<file path="config.mk">
export PLATFORM = sky130hd
export DESIGN_NAME = bounded_double_ended_queue_unit_flat
export DESIGN_NICKNAME = d
export VERILOG_FILES = /design/src/bdq_pkg.sv /design/src/bdq_if.sv /design/src/bounded_double_ended_queue_unit.sv /design/src/flat_wrapper.sv
export SDC_FILE = /design/constraint.sdc
export NUM_CORES = 1
export LEC_CHECK = 0
export BUFFER_PORTS_ARGS = -buffer_cell sky130_fd_sc_hd__buf_2
export CORE_MARGIN = 2
export CORE_UTILIZATION = 60
export CTS_BUF_LIST = sky130_fd_sc_hd__clkbuf_2
export CTS_CLUSTER_SIZE = 16
export DETAILED_ROUTE_END_ITERATION = 8
export GPL_ROUTABILITY_DRIVEN = 0
export HOLD_SLACK_MARGIN = 0.05
export PLACE_DENSITY = 0.77
export SLEW_MARGIN = 20
export SYNTH_ARGS = -nofsm -noshare
export SYNTH_HDL_FRONTEND = slang
export SYNTH_SLANG_ARGS = --single-unit
</file>
<file path="constraint.sdc">
create_clock -name clk_i -period 5.6 [get_ports clk_i]
set_input_delay 0 -clock clk_i [delete_from_list [all_inputs] [get_ports clk_i]]
set_output_delay 0 -clock clk_i [all_outputs]
set_load 0.01 [all_outputs]
</file>
<file path="src/bdq_pkg.sv">
package bdq_pkg;

  localparam int unsigned DATA_W        = 32;
  localparam int unsigned CNT_W         = 5;
  localparam int unsigned DEF_MAX_DEPTH = 16;

  localparam logic [CNT_W-1:0]  CAP_RESET   = CNT_W'(16);
  localparam logic [DATA_W-1:0] EMPTY_VALUE = '1;

  typedef enum logic [1:0] {
    KIND_PUSH_FRONT = 2'd0,
    KIND_PUSH_BACK  = 2'd1,
    KIND_POP_FRONT  = 2'd2,
    KIND_POP_BACK   = 2'd3
  } kind_e;

  typedef logic signed [DATA_W-1:0] data_t;
  typedef logic [CNT_W-1:0]         cnt_t;

endpackage

</file>
<file path="src/bdq_if.sv">
interface bdq_req_if;
  import bdq_pkg::*;

  logic  valid;
  logic  ready;
  kind_e kind;
  data_t push_value;

  modport source (output valid, output kind, output push_value, input ready);
  modport sink (input valid, input kind, input push_value, output ready);
endinterface

interface bdq_rsp_if;
  import bdq_pkg::*;

  logic  valid;
  logic  ready;
  data_t front_value;
  data_t back_value;
  cnt_t  entry_count;
  logic  op_error;

  modport source (
    output valid, output front_value, output back_value, output entry_count,
    output op_error, input ready
  );
  modport sink (
    input valid, input front_value, input back_value, input entry_count,
    input op_error, output ready
  );
endinterface

</file>
<file path="src/bounded_double_ended_queue_unit.sv">
// Channel  | Dir | Payload                                          | Handshake
// req_i    | in  | kind, push_value                                 | valid/ready
// rsp_o    | out | front_value, back_value, entry_count, op_error   | valid/ready
// cfg      | in  | cfg_wdata_i (capacity_limit)                     | cfg_we_i
//
// One item per cycle unless stalled; results pass pending, then output regs.
// The slot memory has one write and one read port, both used at acceptance;
// a pop that leaves two or more entries reads its new end through rd_q.
// Reset clears pointers, count and control; capacity returns to 16. The slot
// memory is not cleared and needs no clearing pass.
// One item waits behind a stalled output register; ready drops after that.
module bounded_double_ended_queue_unit #(
  parameter int unsigned MAX_DEPTH = bdq_pkg::DEF_MAX_DEPTH
) (
  input  logic                    clk_i,
  input  logic                    rst_ni,
  input  logic                    cfg_we_i,
  input  logic [bdq_pkg::CNT_W-1:0] cfg_wdata_i,
  bdq_req_if.sink                 req_i,
  bdq_rsp_if.source               rsp_o
);
  import bdq_pkg::*;

  localparam int unsigned IdxW = (MAX_DEPTH > 1) ? $clog2(MAX_DEPTH) : 1;
  localparam logic [IdxW-1:0] LastIdx = IdxW'(MAX_DEPTH - 1);

  logic [DATA_W-1:0] mem_q [MAX_DEPTH];
  data_t             rd_q;

  cnt_t            capacity_q;
  logic [IdxW-1:0] front_idx_q, front_idx_d;
  logic [IdxW-1:0] back_idx_q, back_idx_d;
  cnt_t            count_q, count_d;
  data_t           front_val_q, back_val_q;
  data_t           front_val_d, back_val_d;
  logic            upd_q;

  logic  pend_q;
  data_t p_front_q, p_back_q;
  logic  p_from_front_q, p_from_back_q;
  cnt_t  p_count_q;
  logic  p_err_q;

  logic  out_valid_q;
  data_t out_front_q, out_back_q;
  cnt_t  out_count_q;
  logic  out_err_q;

  logic            acc, move;
  cnt_t            limit;
  data_t           eff_front, eff_back;
  logic            err_d, from_front_d, from_back_d;
  logic            mem_we, mem_re;
  logic [IdxW-1:0] mem_waddr, mem_raddr;

  function automatic logic [IdxW-1:0] wrap_up(input logic [IdxW-1:0] i);
    return (i == LastIdx) ? '0 : i + IdxW'(1);
  endfunction

  function automatic logic [IdxW-1:0] wrap_down(input logic [IdxW-1:0] i);
    return (i == '0) ? LastIdx : i - IdxW'(1);
  endfunction

  assign move        = pend_q && (!out_valid_q || rsp_o.ready);
  assign req_i.ready = !pend_q || move;
  assign acc         = req_i.valid && req_i.ready;

  assign limit = (32'(capacity_q) > 32'(MAX_DEPTH)) ? CNT_W'(MAX_DEPTH) : capacity_q;

  assign eff_front = (upd_q && p_from_front_q) ? rd_q : front_val_q;
  assign eff_back  = (upd_q && p_from_back_q) ? rd_q : back_val_q;

  always_comb begin
    front_idx_d  = front_idx_q;
    back_idx_d   = back_idx_q;
    count_d      = count_q;
    front_val_d  = eff_front;
    back_val_d   = eff_back;
    err_d        = 1'b0;
    from_front_d = 1'b0;
    from_back_d  = 1'b0;
    mem_we       = 1'b0;
    mem_re       = 1'b0;
    mem_waddr    = front_idx_q;
    mem_raddr    = front_idx_q;
    unique case (req_i.kind)
      KIND_PUSH_FRONT, KIND_PUSH_BACK: begin
        if (count_q >= limit) begin
          err_d = 1'b1;
        end else begin
          mem_we  = 1'b1;
          count_d = count_q + CNT_W'(1);
          if (count_q == '0) begin
            back_idx_d  = front_idx_q;
            mem_waddr   = front_idx_q;
            front_val_d = req_i.push_value;
            back_val_d  = req_i.push_value;
          end else if (req_i.kind == KIND_PUSH_FRONT) begin
            front_idx_d = wrap_down(front_idx_q);
            mem_waddr   = front_idx_d;
            front_val_d = req_i.push_value;
          end else begin
            back_idx_d = wrap_up(back_idx_q);
            mem_waddr  = back_idx_d;
            back_val_d = req_i.push_value;
          end
        end
      end
      KIND_POP_FRONT, KIND_POP_BACK: begin
        if (count_q == '0) begin
          err_d = 1'b1;
        end else begin
          count_d = count_q - CNT_W'(1);
          if (count_q > CNT_W'(1)) begin
            if (req_i.kind == KIND_POP_FRONT) begin
              front_idx_d = wrap_up(front_idx_q);
              if (count_q == CNT_W'(2)) begin
                front_val_d = eff_back;
              end else begin
                mem_re       = 1'b1;
                mem_raddr    = front_idx_d;
                from_front_d = 1'b1;
              end
            end else begin
              back_idx_d = wrap_down(back_idx_q);
              if (count_q == CNT_W'(2)) begin
                back_val_d = eff_front;
              end else begin
                mem_re      = 1'b1;
                mem_raddr   = back_idx_d;
                from_back_d = 1'b1;
              end
            end
          end
        end
      end
      default: begin
        err_d = 1'b0;
      end
    endcase
    if (count_d == '0) begin
      front_val_d = EMPTY_VALUE;
      back_val_d  = EMPTY_VALUE;
    end
  end

  always_ff @(posedge clk_i) begin
    if (acc && mem_we) begin
      mem_q[mem_waddr] <= req_i.push_value;
    end
    if (acc && mem_re) begin
      rd_q <= mem_q[mem_raddr];
    end
  end

  always_ff @(posedge clk_i or negedge rst_ni) begin
    if (!rst_ni) begin
      capacity_q  <= CAP_RESET;
      front_idx_q <= '0;
      back_idx_q  <= '0;
      count_q     <= '0;
      front_val_q <= EMPTY_VALUE;
      back_val_q  <= EMPTY_VALUE;
      upd_q       <= 1'b0;
      pend_q      <= 1'b0;
      out_valid_q <= 1'b0;
    end else begin
      if (cfg_we_i) begin
        capacity_q <= cfg_wdata_i;
      end
      upd_q <= acc;
      if (acc) begin
        front_idx_q <= front_idx_d;
        back_idx_q  <= back_idx_d;
        count_q     <= count_d;
        front_val_q <= front_val_d;
        back_val_q  <= back_val_d;
      end else if (upd_q) begin
        front_val_q <= eff_front;
        back_val_q  <= eff_back;
      end
      if (acc) begin
        pend_q <= 1'b1;
      end else if (move) begin
        pend_q <= 1'b0;
      end
      if (move) begin
        out_valid_q <= 1'b1;
      end else if (rsp_o.ready) begin
        out_valid_q <= 1'b0;
      end
    end
  end

  always_ff @(posedge clk_i) begin
    if (acc) begin
      p_front_q      <= front_val_d;
      p_back_q       <= back_val_d;
      p_from_front_q <= from_front_d;
      p_from_back_q  <= from_back_d;
      p_count_q      <= count_d;
      p_err_q        <= err_d;
    end
    if (move) begin
      out_front_q <= p_from_front_q ? rd_q : p_front_q;
      out_back_q  <= p_from_back_q ? rd_q : p_back_q;
      out_count_q <= p_count_q;
      out_err_q   <= p_err_q;
    end
  end

  assign rsp_o.valid       = out_valid_q;
  assign rsp_o.front_value = out_front_q;
  assign rsp_o.back_value  = out_back_q;
  assign rsp_o.entry_count = out_count_q;
  assign rsp_o.op_error    = out_err_q;

  a_count_bound: assert property (@(posedge clk_i) disable iff (!rst_ni)
    32'(count_q) <= MAX_DEPTH)
    else $error("count exceeds slot memory depth");

  a_stall_cause: assert property (@(posedge clk_i) disable iff (!rst_ni)
    !req_i.ready |-> pend_q && out_valid_q && !rsp_o.ready)
    else $error("input stalled without a held result");

  a_empty_values: assert property (@(posedge clk_i) disable iff (!rst_ni)
    rsp_o.valid && rsp_o.entry_count == '0 |->
      rsp_o.front_value == EMPTY_VALUE && rsp_o.back_value == EMPTY_VALUE)
    else $error("empty queue reports stored values");

  a_pend_kept: assert property (@(posedge clk_i) disable iff (!rst_ni)
    pend_q && !move |=> pend_q && $stable(p_count_q) && $stable(rd_q))
    else $error("pending item lost while output stalled");

endmodule
</file>
<file path="src/flat_wrapper.sv">
// flat-port wrapper written by rule: the top's interface ports become plain ports
module bounded_double_ended_queue_unit_flat import bdq_pkg::*;
#(
  parameter int unsigned MAX_DEPTH = bdq_pkg::DEF_MAX_DEPTH
)
  (clk_i, rst_ni, cfg_we_i, cfg_wdata_i, req_i_valid, req_i_kind, req_i_push_value, req_i_ready, rsp_o_valid, rsp_o_front_value, rsp_o_back_value, rsp_o_entry_count, rsp_o_op_error, rsp_o_ready);
  bdq_req_if req_i_i ();
  bdq_rsp_if rsp_o_i ();
  input  logic clk_i;
  input  logic rst_ni;
  input  logic cfg_we_i;
  input  logic [bdq_pkg::CNT_W-1:0] cfg_wdata_i;
  input wire logic [$bits(req_i_i.valid)-1:0] req_i_valid;
  input wire logic [$bits(req_i_i.kind)-1:0] req_i_kind;
  input wire logic [$bits(req_i_i.push_value)-1:0] req_i_push_value;
  output wire logic [$bits(req_i_i.ready)-1:0] req_i_ready;
  output wire logic [$bits(rsp_o_i.valid)-1:0] rsp_o_valid;
  output wire logic [$bits(rsp_o_i.front_value)-1:0] rsp_o_front_value;
  output wire logic [$bits(rsp_o_i.back_value)-1:0] rsp_o_back_value;
  output wire logic [$bits(rsp_o_i.entry_count)-1:0] rsp_o_entry_count;
  output wire logic [$bits(rsp_o_i.op_error)-1:0] rsp_o_op_error;
  input wire logic [$bits(rsp_o_i.ready)-1:0] rsp_o_ready;
  assign req_i_i.valid = req_i_valid;
  assign req_i_i.kind = req_i_kind;
  assign req_i_i.push_value = req_i_push_value;
  assign req_i_ready = req_i_i.ready;
  assign rsp_o_valid = rsp_o_i.valid;
  assign rsp_o_front_value = rsp_o_i.front_value;
  assign rsp_o_back_value = rsp_o_i.back_value;
  assign rsp_o_entry_count = rsp_o_i.entry_count;
  assign rsp_o_op_error = rsp_o_i.op_error;
  assign rsp_o_i.ready = rsp_o_ready;
  bounded_double_ended_queue_unit #(.MAX_DEPTH(MAX_DEPTH)) u_core (.clk_i(clk_i), .rst_ni(rst_ni), .cfg_we_i(cfg_we_i), .cfg_wdata_i(cfg_wdata_i), .req_i(req_i_i), .rsp_o(rsp_o_i));
endmodule
</file>
==> run_results.csv <==
group,metric,value,unit
pwr,cellPowerDensity,527,mW/mm2
floorplan,boundaryPins,116,
synthesis,dominant_combinational_cell_family_by_area_after_synthesis,"multiplexers",
finish,area.growth.synth_to_final,12.2,%
drt,totalWireLength,76200,um
synthesis,syn-mean-instance-area,17.2,um2
synthesis,synth-async-reset-ratio,11.0,%
synthesis,synth_top_flop_cell,"edfxtp_1",
synthesis,ys_warn_count,0,
finish,ff_latch_area,0.0228,mm2
synthesis,synth.yosys.seq_area_share,67.6,%
sta,fin_crit_sh,77.2,%
drt,routed-via-count,19531,
drt,drc_errors,0,
grt,grt_antenna_before_repair,3,
run_status,outcome,"completed",
clock_tree,cts.htree.levels,4,
clock_tree,tritoncts,"yes",
drt,route.detailed.wl_per_inst,24.0,um
grt,grt_remaining_overflow,0,
drt,detailedRoute.firstIterationViolations,1968,
worst_setup_path,critical_path_required,6700,ps
synthesis,synth_xor_area_share,0.104,%
finish,nets,2336,
drt,final_antenna_net_count,0,
clock_tree,cts.path.max_buffers,3,
worst_setup_path,critPathMostFrequentCell,"dlygate4sd3_1",
clock_tree,clock-root-buffer,"clkbuf_2",
grt,wire_length_of_the_first_global_routing_pass,116000,um
synthesis,post_synth_inst_count,1966,
floorplan,die_height,241,um
worst_setup_path,slowest_stage,"dlygate4sd3_1",
floorplan,placement_rows,86,
grt,maximum_number_of_pins_on_one_net_before_global_route_repair,129,
synthesis,synth_simple_gate_area_share,5.72,%
finish,fraction_of_layout_instances_using_a_drive_strength_above_1,37.8,%
finish,most-common-layout-cells,"686 x edfxtp_1, 268 x clkbuf_2, 199 x mux2_2",
worst_setup_path,category_of_the_critical_setup_timing_path,"primary input to register",
clock_tree,cts.reportedPaths.clkPinSlew,120,ps
synthesis,synth_seq_cells,771,
sta,drv_slew,0,
finish,multi_input_comb_area,0.0102,mm2
drt,drt-pass1-iter-count,5,
worst_setup_path,worst_path_top_cell_family_by_delay,"buffers and inverters",
sta,skew,96.2,ps
sta,max_slew_margin,25.0,%
grt,grt_pass1_vias,19747,
sta,total_negative_slack,0,ps
floorplan,core_region_area,0.0553,mm2
sta,finalHoldViolCount,0,
worst_setup_path,critPathLaunchType,"primary input",
drt,detail_route.vias_per_cell,6.14,
synthesis,synth_cell_types,69,
sta,report.final.setup_viol,0,
pwr,total_leakage_power,13.7,nW
synthesis,synthesis.area,0.0337,mm2
min_path,timing.hold.worst.class,"primary input to register",
clock_tree,cts_buffers,183,
finish,layout.core_utilization,68.4,%
synthesis,synth_edf_count,686,
worst_setup_path,timing.critical_path.slowest_cell_delay,1200,ps
pwr,peakVddDrop,0.000486,V
job,drv.max_cap_violation_count,0,
synthesis,post_synth_fa_ha_maj_area_fraction,0.556,%
sta,rsz0062_at_grt,"false",
synthesis,muxShareOfSynthArea,19.4,%
clock_tree,cts_repair_resize_count,0,
clock_tree,clk_latency,1400,ps
synthesis,synth-compound-area-share,3.85,%
clock_tree,cts.sink_count,771,
floorplan,dieWidth,241,um
worst_setup_path,worstPathArrival,5430,ps
sta,period_needed,4330,ps
worst_setup_path,critical_path_end_type,"register",
sta,final.hold.worst_slack,341,ps
finish,fillers,3654,
floorplan,start_util,61.0,%
finish,finalNonFillerCells,3180,
finish,final_common_cell,"edfxtp_1",
place,count_of_input_and_output_buffers,115,
sta,least_margin_pin_slew,1120,ps
pwr,total_power,20.0,mW
worst_setup_path,crit_chain,"dlygate4sd3_1 -> dlygate4sd3_1 -> buf_4 -> dlygate4sd3_1 -> or4b_4 -> o21a_4 -> o31ai_4 -> buf_4 -> mux4_1 -> nand3_1 -> nand4_1",
worst_setup_path,worst-path-max-fanout,32,
place,place_inst,2741,
grt,track_usage,27.0,%
synthesis,synth_fp_nets,2025,
worst_setup_path,worst-path-buf-inv,5,
sta,max_clock_freq,0.231,GHz
floorplan,area_of_the_die,0.0582,mm2
place,dp_hpwl,42900,um
## state kept, by name, indices dropped and copies added (netlist names)
name	count
u_core.back_idx_q	4
u_core.back_val_q	32
u_core.capacity_q	5
u_core.count_q	5
u_core.front_idx_q	4
u_core.front_val_q	32
u_core.mem_q	512
u_core.p_back_q	32
u_core.p_count_q	5
u_core.p_err_q	1
u_core.p_from_back_q	1
u_core.p_from_front_q	1
u_core.p_front_q	32
u_core.pend_q	1
u_core.rd_q	32
u_core.rsp_o.back_value	32
u_core.rsp_o.entry_count	5
u_core.rsp_o.front_value	32
u_core.rsp_o.op_error	1
u_core.rsp_o.valid	1
u_core.upd_q	1
## Yosys cell counts, drive strengths merged (6+ instances only)
library cell	count	area [um2]
a21oi	17	85.1
a31oi	70	701
and3	8	50.1
buf	91	722
clkbuf	44	173
dfrtp	20	500
dfstp	65	1710
edfxtp	686	20600
ha	15	188
inv	14	52.6
mux2	200	2250
mux2i	134	1340
mux4	128	2940
nand2	93	349
nand2b	6	37.5
nand3	132	661
nand4	35	219
nor2	103	387
nor3	10	50.1
o211ai	9	72.6
o21ai	21	105
o31ai	9	86.3
## layer usage
layer	routed length, um	global-route usage (%)	up-vias
li1	-	-	8590
met1	31600	38.0	9864
met2	36400	42.0	961
met3	6720	6.50	116
met4	1440	9.28	0
met5	0	0	-
## report_power, final
part           switching, mW  leakage, nW  internal, mW
Clock                   2.25         1.32          1.54
Combinational           4.53         5.20          3.60
Sequential             0.476         7.16          7.57
Total                   7.26         13.7          12.7
## worst min-delay path, cell delays in order
cell,delay [ps]
dlygate4sd3_1,530
buf_2,130
dlygate4sd3_1,820
## worst paths after layout
check / startpoint / to / slack [ps] / cells past startpoint
setup / recovery: req_i_kind[1] / u_core.rd_q[7] / 1270 / 11
hold / removal: req_i_push_value[20] / u_core.mem_q[8][20] / 340 / 3
setup reg to reg: u_core.count_q[0] / u_core.rd_q[7] / 1360 / 9
hold reg to reg: u_core.p_count_q[2] / u_core.rsp_o.entry_count[2] / 430 / 0
max in group asynchronous: rst_ni / u_core.count_q[2] / 3750 / 5
min in group asynchronous: rst_ni / u_core.front_idx_q[0] / 380 / 4
## kinds of logic after synthesis
| family | Yosys count |
|---|---|
| flops | 771 |
| mux | 462 |
| simple gates | 411 |
| compound gates | 153 |
| buf+inv | 150 |
| fa+ha+maj | 15 |
| xor+xnor | 4 |
## area by class of cell
cell class / count / share of cell area, %
flip-flops and latches: 771 / 60.2
well taps: 748 / 2.47
clock inverters: 69 / 1.18
multi-input cells: 1045 / 27.0
repair buffers: 261 / 5.43
inverters: 15 / 0.162
diodes: 3 / 0.0198
clock buffers: 268 / 3.54
## metrics by stage
step / cell area (um2) / setup WS, ps
6_report: 37900 / 1270
2_1_floorplan: 33700 / 1540
4_1_cts: 37800 / 1320
3_5_place_dp: 35000 / 1380
5_1_grt: 37900 / 1090
3_3_place_gp: 35000 / 1240
## what timing repair did
action | CTS | global route
hold buffers | 98 | 0
hold endpoints to repair | 1018 | 0
setup buffers | 0 | 0
No activity file was read; power rests on OpenSTA's default activity.
